==> src/hw/rtl/pirl_pkg.sv <==
// ---------------------------------------------------------------------------
// pirl_pkg: shared types and constants for the positional insert/remove list
// Request/response payloads, request and status codes, cell control.
// ---------------------------------------------------------------------------
package pirl_pkg;

    localparam int DEPTH   = 16;
    localparam int IDX_W   = $clog2(DEPTH);
    localparam int CNT_W   = $clog2(DEPTH + 1);
    localparam int POS_W   = 16;
    localparam int DATA_W  = 32;
    localparam int COUNT_W = 5;
    localparam int CMP_W   = (CNT_W > POS_W) ? CNT_W : POS_W;

    // request kinds
    localparam logic [1:0] REQ_INSERT = 2'd0;
    localparam logic [1:0] REQ_REMOVE = 2'd1;
    localparam logic [1:0] REQ_LOOK   = 2'd2;

    // status codes
    localparam logic [1:0] ST_OK      = 2'd0;
    localparam logic [1:0] ST_INVALID = 2'd1;
    localparam logic [1:0] ST_FULL    = 2'd2;

    // per-cell operation
    localparam logic [1:0] CELL_HOLD = 2'd0;
    localparam logic [1:0] CELL_INS  = 2'd1;
    localparam logic [1:0] CELL_REM  = 2'd2;

    typedef struct packed {
        logic [1:0]               req_type;
        logic signed [POS_W-1:0]  position;
        logic signed [DATA_W-1:0] write_data;
    } t_req;

    typedef struct packed {
        logic signed [DATA_W-1:0] read_data;
        logic [1:0]               status;
        logic [COUNT_W-1:0]       count;
    } t_rsp;

    typedef struct packed {
        logic [1:0]        op;
        logic [CNT_W-1:0]  pos;
        logic [DATA_W-1:0] data;
    } t_cell_ctl;

endpackage

==> src/hw/rtl/pirl_cell.sv <==
// ---------------------------------------------------------------------------
// pirl_cell: one slot of the list
// Holds one word; on insert takes its lower neighbor or the new word, on
// remove takes its upper neighbor. Drives its word out when addressed.
// ---------------------------------------------------------------------------
module pirl_cell (
    input  logic                          i_clk,
    input  logic [pirl_pkg::CNT_W-1:0]    i_index,
    input  pirl_pkg::t_cell_ctl           i_ctl,
    input  logic [pirl_pkg::DATA_W-1:0]   i_lower_data,
    input  logic [pirl_pkg::DATA_W-1:0]   i_upper_data,
    output logic [pirl_pkg::DATA_W-1:0]   o_data,
    output logic [pirl_pkg::DATA_W-1:0]   o_read
);

    logic [pirl_pkg::DATA_W-1:0] r_data;
    logic [pirl_pkg::DATA_W-1:0] n_data;
    logic                        hit;
    logic                        above;

    assign hit   = (i_index == i_ctl.pos);
    assign above = (i_index > i_ctl.pos);

    always_comb begin
        n_data = r_data;
        case (i_ctl.op)
            pirl_pkg::CELL_INS: begin
                if (above) begin
                    n_data = i_lower_data;
                end else if (hit) begin
                    n_data = i_ctl.data;
                end
            end
            pirl_pkg::CELL_REM: begin
                if (above || hit) begin
                    n_data = i_upper_data;
                end
            end
            default: n_data = r_data;
        endcase
    end

    always_ff @(posedge i_clk) begin
        r_data <= n_data;
    end

    assign o_data = r_data;
    assign o_read = hit ? r_data : '0;

endmodule

==> src/hw/rtl/positional_insert_remove_list_top.sv <==
// ---------------------------------------------------------------------------
// positional_insert_remove_list_top: position-addressed list of words
// Row of cells, one per slot; all cells compare and shift in the same cycle.
// ---------------------------------------------------------------------------
// Result: strobed on o_done in the cycle after the accepting edge.
// Throughput: one request per cycle; busy stays low, the cells at and above
//   the position shift in the same cycle as the request is taken.
// Reset: synchronous, active low; clears the entry count and o_done.
//   Slot contents are not cleared; only slots below the count are read.
// The receiver cannot stall; each result is shown for exactly one cycle.
module positional_insert_remove_list_top (
    input  logic             i_clk,
    input  logic             i_rst_n,
    input  logic             start,
    input  pirl_pkg::t_req   i_req,
    output logic             busy,
    output logic             o_done,
    output pirl_pkg::t_rsp   o_rsp
);

    localparam int N = pirl_pkg::DEPTH;

    logic [pirl_pkg::CNT_W-1:0]  r_count;
    logic [pirl_pkg::CNT_W-1:0]  n_count;
    logic                        r_done;
    pirl_pkg::t_rsp              r_rsp;
    pirl_pkg::t_rsp              n_rsp;
    pirl_pkg::t_cell_ctl         ctl;

    logic                        accept;
    logic                        pos_neg;
    logic [pirl_pkg::CMP_W-1:0]  pos_u;
    logic [pirl_pkg::CMP_W-1:0]  count_u;
    logic                        full;
    logic                        in_range;
    logic [pirl_pkg::CNT_W-1:0]  ins_pos;
    logic [pirl_pkg::DATA_W-1:0] read_word;
    logic [pirl_pkg::CNT_W+pirl_pkg::COUNT_W-1:0] count_ext;

    logic [pirl_pkg::DATA_W-1:0] cell_data [N];
    logic [pirl_pkg::DATA_W-1:0] cell_read [N];

    assign accept   = start && !busy;
    assign busy     = 1'b0;
    assign pos_neg  = i_req.position[pirl_pkg::POS_W-1];
    assign pos_u    = pirl_pkg::CMP_W'(i_req.position[pirl_pkg::POS_W-2:0]);
    assign count_u  = pirl_pkg::CMP_W'(r_count);
    assign full     = (r_count == pirl_pkg::CNT_W'(pirl_pkg::DEPTH));
    assign in_range = !pos_neg && (pos_u < count_u);

    always_comb begin
        if (pos_neg) begin
            ins_pos = '0;
        end else if (pos_u > count_u) begin
            ins_pos = r_count;
        end else begin
            ins_pos = pos_u[pirl_pkg::CNT_W-1:0];
        end
    end

    // read select: only the addressed cell drives nonzero
    always_comb begin
        read_word = '0;
        for (int k = 0; k < N; k++) begin
            read_word = read_word | cell_read[k];
        end
    end

    always_comb begin
        ctl.op        = pirl_pkg::CELL_HOLD;
        ctl.pos       = pos_u[pirl_pkg::CNT_W-1:0];
        ctl.data      = i_req.write_data;
        n_count       = r_count;
        n_rsp.read_data = '0;
        n_rsp.status    = pirl_pkg::ST_OK;
        case (i_req.req_type)
            pirl_pkg::REQ_INSERT: begin
                ctl.pos = ins_pos;
                if (full) begin
                    n_rsp.status = pirl_pkg::ST_FULL;
                end else begin
                    ctl.op  = pirl_pkg::CELL_INS;
                    n_count = r_count + 1'b1;
                end
            end
            pirl_pkg::REQ_REMOVE, pirl_pkg::REQ_LOOK: begin
                if (!in_range) begin
                    n_rsp.status = pirl_pkg::ST_INVALID;
                end else begin
                    n_rsp.read_data = read_word;
                    if (i_req.req_type == pirl_pkg::REQ_REMOVE) begin
                        ctl.op  = pirl_pkg::CELL_REM;
                        n_count = r_count - 1'b1;
                    end
                end
            end
            default: n_count = r_count;
        endcase
        if (!accept) begin
            ctl.op  = pirl_pkg::CELL_HOLD;
            n_count = r_count;
        end
        count_ext   = {{pirl_pkg::COUNT_W{1'b0}}, n_count};
        n_rsp.count = count_ext[pirl_pkg::COUNT_W-1:0];
    end

    for (genvar g = 0; g < N; g++) begin : g_cell
        logic [pirl_pkg::DATA_W-1:0] lower;
        logic [pirl_pkg::DATA_W-1:0] upper;
        if (g == 0) begin : g_first
            assign lower = i_req.write_data;
        end else begin : g_mid_lo
            assign lower = cell_data[g-1];
        end
        if (g == N - 1) begin : g_last
            assign upper = cell_data[g];
        end else begin : g_mid_hi
            assign upper = cell_data[g+1];
        end
        pirl_cell u_cell (
            .i_clk        (i_clk),
            .i_index      (pirl_pkg::CNT_W'(g)),
            .i_ctl        (ctl),
            .i_lower_data (lower),
            .i_upper_data (upper),
            .o_data       (cell_data[g]),
            .o_read       (cell_read[g])
        );
    end

    always_ff @(posedge i_clk) begin
        if (!i_rst_n) begin
            r_count <= '0;
            r_done  <= 1'b0;
        end else begin
            r_count <= n_count;
            r_done  <= accept;
        end
    end

    always_ff @(posedge i_clk) begin
        if (accept) begin
            r_rsp <= n_rsp;
        end
    end

    assign o_done = r_done;
    assign o_rsp  = r_rsp;

endmodule

==> config.mk <==
export PLATFORM = sky130hd
export DESIGN_NAME = positional_insert_remove_list_top
export DESIGN_NICKNAME = d
export VERILOG_FILES = /design/src/hw/rtl/pirl_pkg.sv /design/src/hw/rtl/pirl_cell.sv /design/src/hw/rtl/positional_insert_remove_list_top.sv
export SDC_FILE = /design/constraint.sdc
export NUM_CORES = 1
export LEC_CHECK = 0
export BUFFER_PORTS_ARGS = -buffer_cell sky130_fd_sc_hd__buf_2
export CORE_ASPECT_RATIO = 1.75
export CORE_UTILIZATION = 35
export DETAILED_ROUTE_END_ITERATION = 7
export GPL_TIMING_DRIVEN = 1
export PLACE_DENSITY = 0.46
export RECOVER_POWER = 100
export SYNTH_ARGS = -nofsm -noshare
export SYNTH_HDL_FRONTEND = slang
export SYNTH_SLANG_ARGS = --single-unit
==> constraint.sdc <==
create_clock -name i_clk -period 14.2 [get_ports i_clk]
set_clock_uncertainty 0.15 [all_clocks]
set_input_delay 4.26 -clock i_clk [delete_from_list [all_inputs] [get_ports i_clk]]
set_output_delay 4.26 -clock i_clk [all_outputs]
set_load 0.02 [all_outputs]
After elaboration in Yosys (flattened, before gate mapping)
Index checks and enable logic that the tools add are counted.
{"block": "word_totals", "reg_bits": 557, "inputBits": 53, "out_inout_bits": 41, "word_cells": 239}
{"block": "classes", "addsub": 2, "magnitude_cmp": 18, "n_eq_ne": 50, "mux": 94, "bitwise": 15, "n_reduce_logical": 39}
{"cell": "32-bit two-way mux", "n": 63}
{"cell": "32-bit one-hot mux with 2 select lines", "n": 15}
{"cell": "32-bit OR", "n": 15}
{"cell": "3-bit by 1-bit != test with 1-bit output (second input constant)", "n": 15}
{"cell": "3-bit AND reduction", "n": 15}
{"cell": "4-bit by 5-bit == test with 1-bit output (first input constant)", "n": 8}
{"cell": "4-bit by 5-bit greater-than comparator with 1-bit output (first input constant)", "n": 8}
{"cell": "5-bit two-way mux", "n": 7}
{"cell": "2-bit by 1-bit != test with 1-bit output (second input constant)", "n": 15}
{"cell": "3-bit by 5-bit == test with 1-bit output (first input constant)", "n": 4}
{"cell": "3-bit by 5-bit greater-than comparator with 1-bit output (first input constant)", "n": 4}
{"cell": "15-bit by 5-bit greater-than comparator with 1-bit output", "n": 1}
{"cell": "1-bit logical OR", "n": 15}
{"cell": "15-bit by 5-bit less-than comparator with 1-bit output", "n": 1}
{"cell": "2-bit by 5-bit == test with 1-bit output (first input constant)", "n": 2}
{"cell": "1-bit by 5-bit greater-than comparator with 1-bit output (first input constant)", "n": 2}
{"cell": "2-bit by 5-bit greater-than comparator with 1-bit output (first input constant)", "n": 2}
{"cell": "5-bit one-hot mux with 2 select lines", "n": 1}
{"cell": "2-bit two-way mux", "n": 4}
{"cell": "2-bit one-hot mux with 2 select lines", "n": 2}
{"cell": "5-bit by 1-bit adder with 5-bit output (second input constant)", "n": 1}
{"cell": "1-bit by 5-bit == test with 1-bit output (first input constant)", "n": 1}
{"cell": "5-bit == test (second input constant)", "n": 1}
{"cell": "5-bit logical NOT", "n": 1}
{"cell": "10 further kinds", "n": 15}

Logic depth before layout (Yosys ltp)
Gate-level depths: netlist of run 1.
{"block": "logic_depth", "word_depth": 21, "ltp_mapped": 17, "mapped_depth_nobuf": 13}

By module
From an unflattened synthesis of run 1, not the netlist that was laid out.
{"block": "hier_totals", "hier_cells": 5258, "hier_area_um2": 45989.1}
{"mod": "pirl_cell (g_cell[14].u_cell ...)", "instances": 11, "cells_per_inst": 318, "area_each_um2": 2677.6, "seq_area_each_um2": 960.9}
{"mod": "pirl_cell (g_cell[0].u_cell ...)", "instances": 5, "cells_per_inst": 281, "area_each_um2": 2648.8, "seq_area_each_um2": 960.9}
{"mod": "positional_insert_remove_list_top", "instances": 1, "cells_per_inst": 355, "area_each_um2": 3291.9, "seq_area_each_um2": 1291.2}

Worst setup path before layout of run 1
Ideal clock, no wire load.
{"block": "synth_path", "kind": "input to register", "start": "in i_req[35] (netlist name)", "end": "reg g_cell[6].u_cell.r_data (netlist bit g_cell[6].u_cell.o_data[0]) (enable)", "setup_ns": 0.441, "t_arrival_ns": 8.440, "required_time_ns": 13.609, "slack_ns": 5.170, "cell_stages": 10, "path_cell_list": "ha_1 -> and3_1 -> o21a_1 -> nor4_1 -> nand3_1 -> or2_2 -> ha_1 -> or2_2 -> clkbuf_1 -> a31oi_1"}
{"block": "synth_via", "elab_chain_cells": 8, "word_cells_on_any_way": 18}
{"item": "start, declared", "line_no": "positional_insert_remove_list_top.sv:15", "text": "input pirl_pkg::t_req i_req,"}
{"item": "15-bit by 5-bit greater-than comparator with 1-bit output or 15-bit by 5-bit less-than comparator with 1-bit output (tied branches)", "line_no": "positional_insert_remove_list_top.sv:54, positional_insert_remove_list_top.sv:49"}
{"item": "5-bit two-way mux or 1-bit logical AND (tied branches)", "line_no": "positional_insert_remove_list_top.sv:54, positional_insert_remove_list_top.sv:49"}
{"item": "5-bit two-way mux or 2-bit two-way mux (tied branches)", "line_no": "positional_insert_remove_list_top.sv:52, positional_insert_remove_list_top.sv:87"}
{"item": "5-bit two-way mux or 2-bit one-hot mux with 2 select lines (tied branches)", "line_no": "positional_insert_remove_list_top.sv:76", "text": "case (i_req.req_type)"}
{"item": "3-bit by 5-bit greater-than comparator with 1-bit output, or another cell as far along", "line_no": "pirl_cell.sv:22", "text": "assign above = (i_index > i_ctl.pos);"}
{"item": "1-bit logical OR, or another cell as far along", "line_no": "pirl_cell.sv:35", "text": "if (above || hit) begin"}
{"item": "2-bit by 1-bit != test with 1-bit output (no source line), or another cell as far along"}
{"item": "3-bit AND reduction (no source line) *"}
{"item": "end signal, assigned", "line_no": "pirl_cell.sv:44", "text": "r_data <= n_data;"}
{"item": "end, declared", "line_no": "pirl_cell.sv:16", "text": "logic [pirl_pkg::DATA_W-1:0] r_data;"}
Mark *: on every way between the ends. The rest lies on a longest branch, timed or not.
A chain may end at the register's enable or synchronous reset.

Final worst setup path of run 1
{"block": "layout_path", "start": "in i_req[35] (netlist name)", "end": "reg g_cell[14].u_cell.r_data (netlist bit g_cell[14].u_cell.o_data[12]) (enable)"}
{"block": "layout_via", "elab_chain_cells": 8, "word_cells_on_any_way": 18}
{"item": "15-bit by 5-bit greater-than comparator with 1-bit output or 15-bit by 5-bit less-than comparator with 1-bit output (tied branches)", "line_no": "positional_insert_remove_list_top.sv:54, positional_insert_remove_list_top.sv:49"}
{"item": "5-bit two-way mux or 1-bit logical AND (tied branches)", "line_no": "positional_insert_remove_list_top.sv:54, positional_insert_remove_list_top.sv:49"}
{"item": "5-bit two-way mux or 2-bit two-way mux (tied branches)", "line_no": "positional_insert_remove_list_top.sv:52, positional_insert_remove_list_top.sv:87"}
{"item": "5-bit two-way mux or 2-bit one-hot mux with 2 select lines (tied branches)", "line_no": "positional_insert_remove_list_top.sv:76"}
{"item": "4-bit by 5-bit greater-than comparator with 1-bit output, or another cell as far along", "line_no": "pirl_cell.sv:22"}
{"item": "1-bit logical OR, or another cell as far along", "line_no": "pirl_cell.sv:35"}
{"item": "2-bit by 1-bit != test with 1-bit output (no source line), or another cell as far along"}
{"item": "3-bit AND reduction (no source line) *"}
{"item": "end signal, assigned", "line_no": "pirl_cell.sv:44"}
{"item": "end, declared", "line_no": "pirl_cell.sv:16"}
Marked as above.

==> flow_metrics.env, run 1 <==
export IMPL_status="finished, violations left"
export IMPL_violations="max-capacitance violations, max-slew violations"
export IMPL_antenna_found_initial=6
export IMPL_fin_util_pct=39.1
export IMPL_cp_data_required_time_ns=14.32
export IMPL_vdd_ir_drop_max_uv=99.3
export IMPL_critical_path_depth=12
export IMPL_worst_slew_pin_slew_ns=3.28
export IMPL_post_place_cells=3919
export IMPL_ff2ff_path_depth=12
export IMPL_crit_family="compound AO/OA/AOI/OAI gates"
export IMPL_via_count=24500
export IMPL_avgRoutedWirePerCell_um=31.9
export IMPL_instances_no_fill=4029
export IMPL_fin_nets=2868
export IMPL_rows=145
export IMPL_numClockSinks=557
export IMPL_critPathMaxFanout=27
export IMPL_grt_pass1_wl_um=182000
export IMPL_slew_viol_final=293
export IMPL_syn_avg_cell_area_um2=11.2
export IMPL_grt_max_degree=268
export IMPL_cts_inserted_buffers=58
export IMPL_hold_class="flop to flop"
export IMPL_drc=0
export IMPL_post_route_period_util_pct=82.3
export IMPL_cts_hold_buf=0
export IMPL_max_freq_mhz=85.6
export IMPL_synthDistinctLibCells=53
export IMPL_tns_ns=0
export IMPL_yosysTopAreaCell="edfxtp_1"
export IMPL_maxSlewHeadroom_pct=-119
export IMPL_cp_end_kind="flop"
export IMPL_syn_area_um2=31600
export IMPL_port_buffers=92
export IMPL_start_util_pct=35.3
export IMPL_clock_root_buffer="clkbuf_16"
export IMPL_grt_setup_unrepaired="no"
export IMPL_ys_ff_latch=557
export IMPL_clk_pin_slew_ns=0.06
export IMPL_setup_slack_ns=2.51
export IMPL_vias_per_cell=6.09
export IMPL_dpl_worst_slack_ns=4.37
export IMPL_grt_pass1_vias=24700
export IMPL_grt_usage_pct=27.6
export IMPL_final_hold_viol_count=0
export IMPL_first_pass_iters=7
export IMPL_setup_viol=0
export IMPL_die_w_um=229
export IMPL_synth_fp_nets=2898
export IMPL_nFillCells=8719
export IMPL_yosysSeqAreaShare_pct=52.7
export IMPL_area_growth_pct=10.7
export IMPL_yosys_warnings=0
export IMPL_htreeDepth=2
export IMPL_drtAntennaViolNets=0
export IMPL_final_common_cell="edfxtp_1"
export IMPL_synth_ff_type="edfxtp_1"
export IMPL_crit_arrival_ns=11.81
export IMPL_clock_path_buffers=3
export IMPL_post_route_min_period_ns=11.69
export IMPL_synth_top_area_share_pct=52.3
export IMPL_holdPathStages=2
export IMPL_crit_path_cell_trace="clkbuf_1 -> ha_1 -> and3_1 -> o21a_1 -> o21a_1 -> o211ai_1 -> nand3_4 -> a31oi_1 -> nor2_1 -> buf_4 -> a21oi_1 -> buf_4"
export IMPL_fp_coreArea_um2=89400
export IMPL_synth_edf_count=551
export IMPL_crit_path_start_kind="input pin"
export IMPL_post_cts_buffers=0
export IMPL_die_h_um=400
export IMPL_syn_inst=2833
export IMPL_ys_top_cells_by_area="edfxtp_1, mux2i_1, o21ai_0"
export IMPL_leakage_nw=11.6
export IMPL_ctsResizeCount=0
export IMPL_place_gp_congestion=0.842
export IMPL_cpMaxStageDelayCell="a31oi_1"
export IMPL_crit_type="input pin to flop"
export IMPL_async_flop_share_pct=0
export IMPL_final_cell_mix="edfxtp_1, nand2_1, mux2i_1, o21ai_0, mux2_2"
export IMPL_cpPeakStageDelay_ns=2.24
export IMPL_overflow=0
export IMPL_dp_hpwl_um=76400
export IMPL_cp_num_buf_inv=3
export IMPL_powerDensity_nw_per_um2=116
export IMPL_drt_wl_total_um=128000
export IMPL_dieArea_um2=91600
export IMPL_first_iter_violations=2495
export IMPL_cap_violations=17
export IMPL_drive_gt1_share_pct=13.1
export IMPL_num_io_pins=94
export IMPL_clock_latency_ns=0.65
export IMPL_cts_tree="done"
==> where the power goes <==
| group | total, mW | internal, mW | switching (mW) |
|---|---|---|---|
| clock | 1.56 | 0.842 | 0.715 |
| combinational | 0.575 | 0.196 | 0.379 |
| sequential | 1.94 | 1.89 | 0.0454 |
| total | 4.07 | 2.93 | 1.14 |
==> cells by family after synthesis <==
kind of cell	Yosys count	share of synthesized area, %
DFF	557	52.7
and+or+nand+nor	637	8.78
AOI/OAI and AO/OA	736	14.1
muxes	620	20.2
adders and majority gates	12	0.475
other	1	0.0119
buffers and inverters	270	3.76
==> routing by layer <==
metal,up-vias,GRT usage [%],wire length (µm)
met3,344,2.91,7050
met2,1054,49.2,64500
met1,12500,32.7,49400
li1,10700,-,-
met5,-,0,45
met4,6,14.1,7400
==> Yosys cell counts (9+ instances only) <==
library cell / n
buf_4: 9
nand2_1: 496
clkbuf_1: 164
a22oi_1: 53
and4_1: 12
edfxtp_1: 551
mux2i_1: 487
nor3_1: 13
a31oi_1: 25
buf_2: 64
a22o_1: 48
nor2_1: 34
o22ai_1: 12
a221oi_1: 22
nand3_1: 22
inv_1: 17
o21ai_0: 389
o2bb2ai_1: 20
a21oi_1: 61
mux2_2: 133
a41oi_1: 10
a2bb2oi_1: 16
a211oi_1: 15
o21ai_1: 33
and3_1: 10
ha_1: 12
==> layout make-up <==
type                       count  area (µm²)  area share (%)
sequential                   557       16700            47.6
multi-input combinational   2006       14000            40.0
clock buffer                  78        1600            4.56
timing repair buffer         163         948            2.71
antenna                        1        2.50         0.00715
tap                         1176        1470            4.20
clock inverter                31         241           0.690
inverter                      17        63.8           0.182
==> through the flow <==
| step | power [mW] | hold slack (ns) | area, µm² |
|---|---|---|---|
| global placement | 2.54 | 0.389 | 33400 |
| CTS | 4.11 | 0.416 | 35300 |
| global route | 4.18 | 0.442 | 35000 |
| detailed placement | 2.55 | 0.402 | 33400 |
| floorplan | 2.30 | 0.371 | 31600 |
| finish | 4.07 | 0.413 | 35000 |
==> worst min-delay path: cells and delay by family, from the launching register on <==
| kind | cells | cell delay, ns |
|---|---|---|
| flops | 1 | 0.35 |
| compound gates | 1 | 0.06 |
| simple gates | 1 | 0.05 |
==> worst paths after layout <==
path | from | to | slack (ns)
worst min register to register | g_cell[15].u_cell.o_data[11] | g_cell[14].u_cell.o_data[11] | 0.41
worst min-delay path | g_cell[15].u_cell.o_data[11] | g_cell[14].u_cell.o_data[11] | 0.41
worst max register to register | r_count[3] | g_cell[14].u_cell.o_data[12] | 5.66
worst max-delay path | i_req[35] | g_cell[14].u_cell.o_data[12] | 2.51
==> registers in the layout, summed over array words and instances, names as in the netlist <==
register              flops
o_rsp                    39
r_count                   5
g_cell.u_cell.o_data    512
o_done                    1
No activity file was read; power rests on OpenSTA's default activity.
==> run 2: changes to the inputs <==
PLACE_DENSITY = 0.48   (was 0.46)
clock period = 10 ns   (was 14.2 ns; I/O delays follow)
==> run 2 against run 1 <==
The run still ends with max-capacitance violations, max-slew violations left. Non-clock buffer count is 14 higher. Die area stayed put. Sequential share of layout area unchanged. Setup slack got worse by 1.3 ns. Flip-flop and latch count unchanged. Wire length fell by 2.6%. Critical path depth is 1 lower. Sequential power up 42%. Cell area unchanged.
==> flow_metrics.env, run 2 (synthesis results as in run 1) <==
export IMPL_antenna_found_initial=2
export IMPL_via_count=24500
export IMPL_setup_viol=0
export IMPL_dp_hpwl_um=76900
export IMPL_worst_slew_pin_slew_ns=4.17
export IMPL_cts_hold_buf=0
export IMPL_cap_violations=31
export IMPL_maxSlewHeadroom_pct=-178
export IMPL_crit_path_cell_trace="clkbuf_1 -> ha_1 -> and3_1 -> o21a_1 -> o21a_1 -> o211ai_1 -> nand3_2 -> nor2_1 -> clkbuf_1 -> mux2i_1 -> o21ai_0"
export IMPL_htreeDepth=2
export IMPL_holdWs_ns=0.414
export IMPL_cp_data_required_time_ns=10.11
export IMPL_crit_path_start_kind="input pin"
export IMPL_drtAntennaViolNets=0
export IMPL_numClockSinks=557
export IMPL_grt_usage_pct=27.0
export IMPL_grt_max_degree=235
export IMPL_final_hold_viol_count=0
export IMPL_drive_gt1_share_pct=13.0
export IMPL_clock_root_buffer="clkbuf_16"
export IMPL_drt_wl_total_um=125000
export IMPL_place_gp_congestion=0.831
export IMPL_post_cts_buffers=0
export IMPL_area_growth_pct=10.7
export IMPL_fin_nets=2881
export IMPL_leakage_nw=11.6
export IMPL_first_pass_iters=6
export IMPL_violations="max-capacitance violations, max-slew violations"
export IMPL_slew_viol_final=1076
export IMPL_drc=0
export IMPL_overflow=0
export IMPL_cp_num_buf_inv=2
export IMPL_first_iter_violations=2664
export IMPL_fin_util_pct=39.1
export IMPL_grt_pass1_vias=24400
export IMPL_cpPeakStageDelay_ns=2.96
export IMPL_post_route_min_period_ns=8.76
export IMPL_post_route_period_util_pct=87.6
export IMPL_crit_type="input pin to flop"
export IMPL_clk_pin_slew_ns=0.07
export IMPL_hold_class="flop to flop"
export IMPL_rows=145
export IMPL_cp_end_kind="flop"
export IMPL_cpMaxStageDelayCell="clkbuf_1"
export IMPL_dieArea_um2=91600
export IMPL_clock_latency_ns=0.66
export IMPL_die_w_um=229
export IMPL_powerDensity_nw_per_um2=165
export IMPL_grt_setup_unrepaired="no"
export IMPL_final_common_cell="edfxtp_1"
export IMPL_ctsResizeCount=0
export IMPL_vdd_ir_drop_max_uv=134
export IMPL_die_h_um=400
export IMPL_nFillCells=8571
export IMPL_start_util_pct=35.3
export IMPL_dpl_cell_area_um2=33600
export IMPL_status="finished, violations left"
export IMPL_clock_path_buffers=3
export IMPL_final_cell_mix="edfxtp_1, nand2_1, mux2i_1, o21ai_0, mux2_2"
export IMPL_grt_pass1_wl_um=179000
export IMPL_crit_family="buffers and inverters"
export IMPL_cts_tree="done"
export IMPL_tns_ns=0
export IMPL_avgRoutedWirePerCell_um=31.0
export IMPL_crit_arrival_ns=8.87
export IMPL_multi_input_area_um2=13900
export IMPL_largest_register_ffs=512
export IMPL_max_freq_mhz=114
export IMPL_critPathMaxFanout=32
export IMPL_total_power_mw=5.77
export IMPL_fp_coreArea_um2=89400
export IMPL_vias_per_cell=6.07
export IMPL_cts_inserted_buffers=57
export IMPL_ff_latch_area_um2=16700
export IMPL_fin_area_um2=35000
export IMPL_port_buffers=92
export IMPL_num_io_pins=94
-- run 2: cell types whose count changed in the layout (fill, tap and decap cells not counted), sizes merged --
| cell | previous run | this run |
|---|---|---|
| buf | 113 | 110 |
| bufinv | 3 | 5 |
| clkbuf | 128 | 138 |
| inv | 19 | 17 |
| clkinv | 25 | 24 |
| clkinvlp | 1 | 2 |
-- run 2: worst reg2reg max path: cells and delay by family, from the launching register on --
kind	cells	cell delay (ns)
muxes	1	0.43
DFF	1	0.48
and+or+nand+nor	3	1.14
AOI/OAI and AO/OA	4	0.90
adders and majority gates	1	0.31
buffers and inverters	2	3.09
-- run 2: worst paths after layout --
check        cells past startpoint  slack [ns]                     endpoint                         from
min reg2reg                      2        0.41  g_cell[14].u_cell.o_data[8]  g_cell[15].u_cell.o_data[8]
max                             11        1.24  g_cell[8].u_cell.o_data[16]                    i_req[35]
max reg2reg                     11        3.12  g_cell[8].u_cell.o_data[16]                   r_count[3]
min                              2        0.41  g_cell[14].u_cell.o_data[8]  g_cell[15].u_cell.o_data[8]
-- run 2: cell type report --
class | instances | area share [%]
Antenna cell | 1 | 0.00715
Clock buffer | 71 | 4.37
Clock inverter | 31 | 0.829
Inverter | 17 | 0.182
Multi-Input combinational cell | 2006 | 39.8
Sequential cell | 557 | 47.6
Tap cell | 1176 | 4.20
Timing Repair Buffer | 177 | 2.98
-- run 2: power by group --
group / internal (mW) / total, mW / switching (mW)
clock: 1.21 / 2.20 / 0.989
sequential: 2.69 / 2.75 / 0.0644
combinational: 0.291 / 0.825 / 0.534
total: 4.19 / 5.77 / 1.59
-- run 2: stage by stage --
step	instances	worst slack, ns
final	4036	1.24
after global placement	3933	1.93
after global routing	4035	1.14
after floorplan	2833	2.23
after CTS	4035	2.55
after detailed placement	3933	1.87
-- run 2: per-layer routing --
| metal | part of all wire (%) | vias to the layer above | track usage (%) |
|---|---|---|---|
| li1 | - | 10700 | - |
| met1 | 38 | 12400 | 32.1 |
| met2 | 49 | 1112 | 46.9 |
| met3 | 6.1 | 358 | 3.54 |
| met4 | 6.5 | 0 | 15.3 |
| met5 | 0 | - | 0 |
